File: src/sv/fpp_pkg.sv
// Shared types, widths, register indexes and arithmetic helpers for the fisheye projection core.
// Used by fpp_mul, fpp_div and fisheye_point_projection_core. Depends on nothing else.
package fpp_pkg;

	// Operand widths of the pipelined multiplier fpp_mul.
	localparam int MUL_A_W  = 40;
	localparam int MUL_B_W  = 33;
	localparam int MUL_P_W  = MUL_A_W + MUL_B_W;
	localparam int MUL_LO_W = 20;

	// Quotient, divisor and remainder widths of the direction divider.
	localparam int DIV_Q_W = 31;
	localparam int DIV_N_W = 32;
	localparam int DIV_R_W = DIV_N_W + DIV_Q_W - 1;

	// Width of the pixel sum ahead of saturation.
	localparam int SUM_W = 46;

	localparam int CFG_IDX_W = 4;

	typedef logic signed [MUL_A_W-1:0] mul_a_t;
	typedef logic signed [MUL_B_W-1:0] mul_b_t;
	typedef logic signed [MUL_P_W-1:0] prod_t;
	typedef logic signed [SUM_W-1:0]   sum_t;

	typedef enum logic [CFG_IDX_W-1:0] {
		REG_FOCAL_X  = 4'd0,
		REG_FOCAL_Y  = 4'd1,
		REG_CENTER_X = 4'd2,
		REG_CENTER_Y = 4'd3,
		REG_COEF_K1  = 4'd4,
		REG_COEF_K2  = 4'd5,
		REG_COEF_K3  = 4'd6,
		REG_COEF_K4  = 4'd7
	} cfg_reg_t;

	// One in Q.28.
	localparam prod_t ONE_Q28 = prod_t'(1) <<< 28;

	// Arctangent of 2^-i in Q2.30, rounded to nearest; from i = 10 on it is 2^(30-i).
	function automatic logic signed [32:0] fpp_atan(input int i);
		logic signed [32:0] t;
		case (i)
			0:       t = 33'sd843314857;
			1:       t = 33'sd497837829;
			2:       t = 33'sd263043837;
			3:       t = 33'sd133525159;
			4:       t = 33'sd67021687;
			5:       t = 33'sd33543516;
			6:       t = 33'sd16775851;
			7:       t = 33'sd8388437;
			8:       t = 33'sd4194283;
			9:       t = 33'sd2097149;
			default: t = 33'sd1 <<< (30 - i);
		endcase
		return t;
	endfunction

	// Product scaled down by 2^sh, rounded toward zero.
	function automatic prod_t fpp_trunc(input prod_t p, input int sh);
		prod_t bias;
		bias = p[MUL_P_W-1] ? ((prod_t'(1) <<< sh) - prod_t'(1)) : prod_t'(0);
		return (p + bias) >>> sh;
	endfunction

	// Clamp to the signed 32 bit range.
	function automatic logic signed [31:0] fpp_sat32(input sum_t v);
		logic signed [31:0] r;
		if (v > sum_t'(32'sh7fffffff)) begin
			r = 32'sh7fffffff;
		end else if (v < sum_t'(-33'sh080000000)) begin
			r = 32'sh80000000;
		end else begin
			r = v[31:0];
		end
		return r;
	endfunction

endpackage

File: src/sv/fpp_mul.sv
// Two-stage signed multiplier built from two partial products of at most 21 by 33 bits.
// Depends on fpp_pkg for operand and product types.
module fpp_mul (
	input  logic            clk,
	input  logic            en,
	input  fpp_pkg::mul_a_t a,
	input  fpp_pkg::mul_b_t b,
	output fpp_pkg::prod_t  p
);

	logic signed [fpp_pkg::MUL_LO_W+fpp_pkg::MUL_B_W:0]   lo_s1;
	logic signed [fpp_pkg::MUL_P_W-fpp_pkg::MUL_LO_W-1:0] hi_s1;
	fpp_pkg::prod_t                                         p_s2;

	always_ff @(posedge clk) begin
		if (en) begin
			lo_s1 <= $signed({1'b0, a[fpp_pkg::MUL_LO_W-1:0]}) * b;
			hi_s1 <= $signed(a[fpp_pkg::MUL_A_W-1:fpp_pkg::MUL_LO_W]) * b;
			p_s2  <= (fpp_pkg::prod_t'(hi_s1) <<< fpp_pkg::MUL_LO_W) + fpp_pkg::prod_t'(lo_s1);
		end
	end

	assign p = p_s2;

endmodule

File: config.mk
export PLATFORM = sky130hd
export DESIGN_NAME = fpp_mul
export DESIGN_NICKNAME = d
export VERILOG_FILES = /design/src/sv/fpp_pkg.sv /design/src/sv/fpp_mul.sv
export SDC_FILE = /design/constraint.sdc
export NUM_CORES = 2
export LEC_CHECK = 0
export BUFFER_PORTS_ARGS = -buffer_cell sky130_fd_sc_hd__buf_4
export CAP_MARGIN = 20
export CORE_ASPECT_RATIO = 0.7
export CORE_UTILIZATION = 61
export CTS_BUF_LIST = sky130_fd_sc_hd__clkbuf_4
export CTS_CLUSTER_SIZE = 8
export DETAILED_ROUTE_END_ITERATION = 12
export GPL_ROUTABILITY_DRIVEN = 0
export PLACE_DENSITY = 0.81
export SLEW_MARGIN = 20
export SYNTH_ARGS = -nofsm -noshare
export SYNTH_HDL_FRONTEND = slang
export SYNTH_SLANG_ARGS = --single-unit
File: constraint.sdc
create_clock -name clk -period 6.6 [get_ports clk]
set_clock_uncertainty 0.05 [all_clocks]
set_input_delay 0.66 -clock clk [delete_from_list [all_inputs] [get_ports clk]]
set_output_delay 0.66 -clock clk [all_outputs]
set_load 0.01 [all_outputs]
# Word-level counts from Yosys, hierarchy flattened
# Index checks and enable logic that the tools add are counted.
# totals
word_cells	6
reg_bits	180
input_bits	75
output_inout_bits	73
# op_classes
add_sub_neg	1
mul	2
# op_table
cell	n
73-bit by 54-bit adder with 73-bit output	1
21-bit by 33-bit multiplier with 54-bit output	1
20-bit by 33-bit multiplier with 53-bit output	1

# Logic depth before layout (Yosys ltp)
# logic_depth
ltp_word	1
depth_mapped	27
depth_no_buf	25

# Worst setup path after synthesis
# Ideal clock, no wire load.
# synth_timing
path_type	input -> register
startpoint	in b[32]
endpoint	reg lo_s1[52] in the netlist's numbering, data pin
slack_ns	-0.576
cell_stages	22
n_path_buf	2
arrival_ns	6.867
path_cell_list	clkbuf_1 > and2_1 > fa_1 > inv_1 > fa_1 > inv_1 > fa_1 > inv_1 > fa_1 > inv_1 > fa_1 > fa_1 > fa_1 > ha_1 > clkbuf_1 > and3_1 > and2_1 > a22o_1 > a311oi_2 > o31ai_2 > a221oi_2 > xnor2_1
# synth_via
elab_chain_cells	1
# synth_lines
element	line	source
start, declared	fpp_mul.sv:7	input fpp_pkg::mul_b_t b,
21-bit by 33-bit multiplier with 54-bit output	fpp_mul.sv:17	lo_s1 <= $signed({1'b0, a[fpp_pkg::MUL_LO_W-1:0]}) * b;
end signal, assigned	fpp_mul.sv:17	
end, declared	fpp_mul.sv:11	logic signed [fpp_pkg::MUL_LO_W+fpp_pkg::MUL_B_W:0] lo_s1;
# Every way passes these cells.
# A chain may end at the register's enable or synchronous reset.

# Worst setup path in the final report
# layout_timing
startpoint	in a[12]
endpoint	reg lo_s1[49] in the netlist's numbering, data pin
# layout_via
elab_chain_cells	1
# layout_lines
element	line	source
start, declared	fpp_mul.sv:6	input fpp_pkg::mul_a_t a,
21-bit by 33-bit multiplier with 54-bit output	fpp_mul.sv:17	
# Every way passes these cells.

==> metrics <==
count of final hold-check violations=0; layout cells sized above 1=16.26%; Synth Register Bits=180; RSZ-0062 raised after global routing=yes; crit path launch type=input pin; Mapped Nets=7553; Clock Latency Late Sink=0.80 ns; core footprint=0.08881 mm²; PortBufs=147; async set-reset flop share out of synthesis=0%; hold buffer count at CTS=0; M1 WL=63130 µm; die height=253.5 µm; Row Count=91; worst-path maximum fanout=21; post-layout util=71.84%; post-synthesis cell type count=83; f_max=153.1 MHz; post-synthesis mux area share=0%; CP max stage delay=0.59 ns; setup_tns=0 ns; uppermost layer routed=met5; Ports=148; DRC viols=0; Die Area=0.09157 mm²; yosys warns=0; Synth Area in Simple Gates=15.49%; count of final setup violators=0; Routed Antenna Nets=0; final WL=158600 µm; Clock transition at path regs=0.16 ns; syn_area_per_cell=9.424 µm²; Crit Path Class=in -> reg; largest net degree at the start of global routing=72; HP Class=in -> reg; CP most frequent cell=fa_1; TritonCTS buffer count=17; Die X=361.3 µm; Tmin final=6.533 ns; Wirelength per Cell=20.90 µm; required arrival time at the worst endpoint=7.09 ns; worst-path cell chain=buf_6 -> buf_4 -> nand2_1 -> fa_1 -> inv_1 -> fa_1 -> fa_1 -> fa_1 -> fa_1 -> fa_1 -> inv_1 -> fa_1 -> inv_1 -> ha_4 -> buf_4 -> a21o_1 -> nor3_1 -> a21oi_1 -> a21o_1 -> nor3_4 -> o211a_1 -> nor3_2 -> xor2_1 -> buf_4; First-pass DRT Iterations=6; Synth Area in Adders=54.83%; Worst-Margin Slew=1.136 ns; CTS H-Tree Depth=4; HPWL Detailed=132300 µm; Max-Cap Viols=0; Top delay family on crit path=adder cells; routed vias/inst=5.626; via count=42690; Slew Viols, Final=0; Remaining Overflow, GRT=0; slew margin rel.=24.09%; status=finished clean; xor and xnor area share after synthesis=2.575%; Post-synth EDFFs=180; ratio of final minimum period to clock period=98.98%; Post-layout nets=8112; met2 wire length=66680 µm; crit path buf inv count=7; drt initial violations=4390; vias in the first global route=46010; Synth Cell Area=0.05511 mm²; gr usage total=35.55%; Worst setup EP type=flip-flop; most frequent cells in the layout=inv_1 (1441), fa_1 (1273), buf_4 (720); clk root buf=clkbuf_4; CTS Sinks=180; first-pass GRT wire length=249200 µm; main combinational cell family by area after synthesis=adder cells; CTS tree=built; initial antenna violation count=9; Initial Utilization=62.05%; slowest CP cell=fa_1; sequential share of the synthesized area=9.808%; CP Data Arrival Time=7.03 ns; most common cell after layout, fill and taps aside=inv_1; Synth Area in Compound Gates=5.519%; filler cell count in the final layout=6005; Synth Flop Type=edfxtp_1; area grow syn2layout=15.77%; clock tree buffer depth=2; Met3 Wirelength=24410 µm; Mapped Cells=5848
## worst register-to-register path: cells and delay by family (launching register included)
kind | cells | cell delay, ns
simple gates | 5 | 1.20
xor+xnor | 1 | 0.15
flops | 1 | 1.06
compound gates | 2 | 1.29
fa+ha+maj | 1 | 0.44
## layer usage
layer	GRT usage [%]	vias up
met2	51.78	2593
met5	2.067	-
met4	9.818	8
met3	14.79	342
met1	48.87	21410
li1	-	18340
## state kept, by name (all words and copies together), names as in the netlist
signal	count
p	73
lo_s1	54
hi_s1	53
## path summary, 6_finish.rpt
kind | startpoint | end | slack [ns] | cells past startpoint
min | en | hi_s1[5] | 0.36 | 1
max reg2reg | lo_s1[53] | p[72] | 2.15 | 9
max | a[12] | lo_s1[49] | 0.07 | 24
min reg2reg | lo_s1[15] | p[15] | 0.39 | 0
## logic make-up (layout without fill, tap and decap cells)
logic type      count (synthesis)  after routing
buf+inv                      1728           2300
simple gates                 1684           1684
fa+ha+maj                    1630           1630
compound gates                464            464
flops                         180            180
xor+xnor                      162            162
other cells                     0              7
## metrics by stage
step,hold WS [ns],cells,setup WS [ns],cell area (µm²)
final,0.3629,7589,0.06708,63800
after CTS,0.2617,7570,0.06306,62900
after global placement,0.3521,7538,-0.7645,62560
after global routing,0.3395,7585,-0.09908,63790
after detailed placement,0.3545,7538,-0.8517,62560
after floorplan,0.3503,5848,-0.2782,55680
## cells in the mapped netlist (37+ instances only)
library cell	number	area (µm²)
edfxtp_1	180	5405
nand2_1	680	2552
o21ai_0	83	415.4
a21oi_1	158	790.8
nor2_1	116	435.4
nand3_1	37	185.2
a21o_1	53	397.9
clkbuf_1	269	1010
ha_1	322	4029
xnor2_1	114	998.5
fa_1	1308	26190
and2_1	703	4398
xor2_1	48	420.4
inv_1	1450	5443
## layout make-up
cell class | instances | area [µm²] | share of cell area (%)
multi-input cells | 3940 | 44120 | 69.15
repair buffers | 817 | 7018 | 11.00
inverters | 1451 | 5451 | 8.544
flip-flops and latches | 180 | 5405 | 8.472
well taps | 1162 | 1454 | 2.279
clock inverters | 15 | 211.5 | 0.3314
clock buffers | 17 | 127.6 | 0.2000
diodes | 7 | 17.52 | 0.02746
## timing repair
item,in CTS,in global routing
endpoints found under the setup margin,0,38
gates resized for setup,0,175
setup buffers,0,11
Power is not shown: default switching activity piles up to over one toggle a cycle in this logic, so the estimate is an artifact.
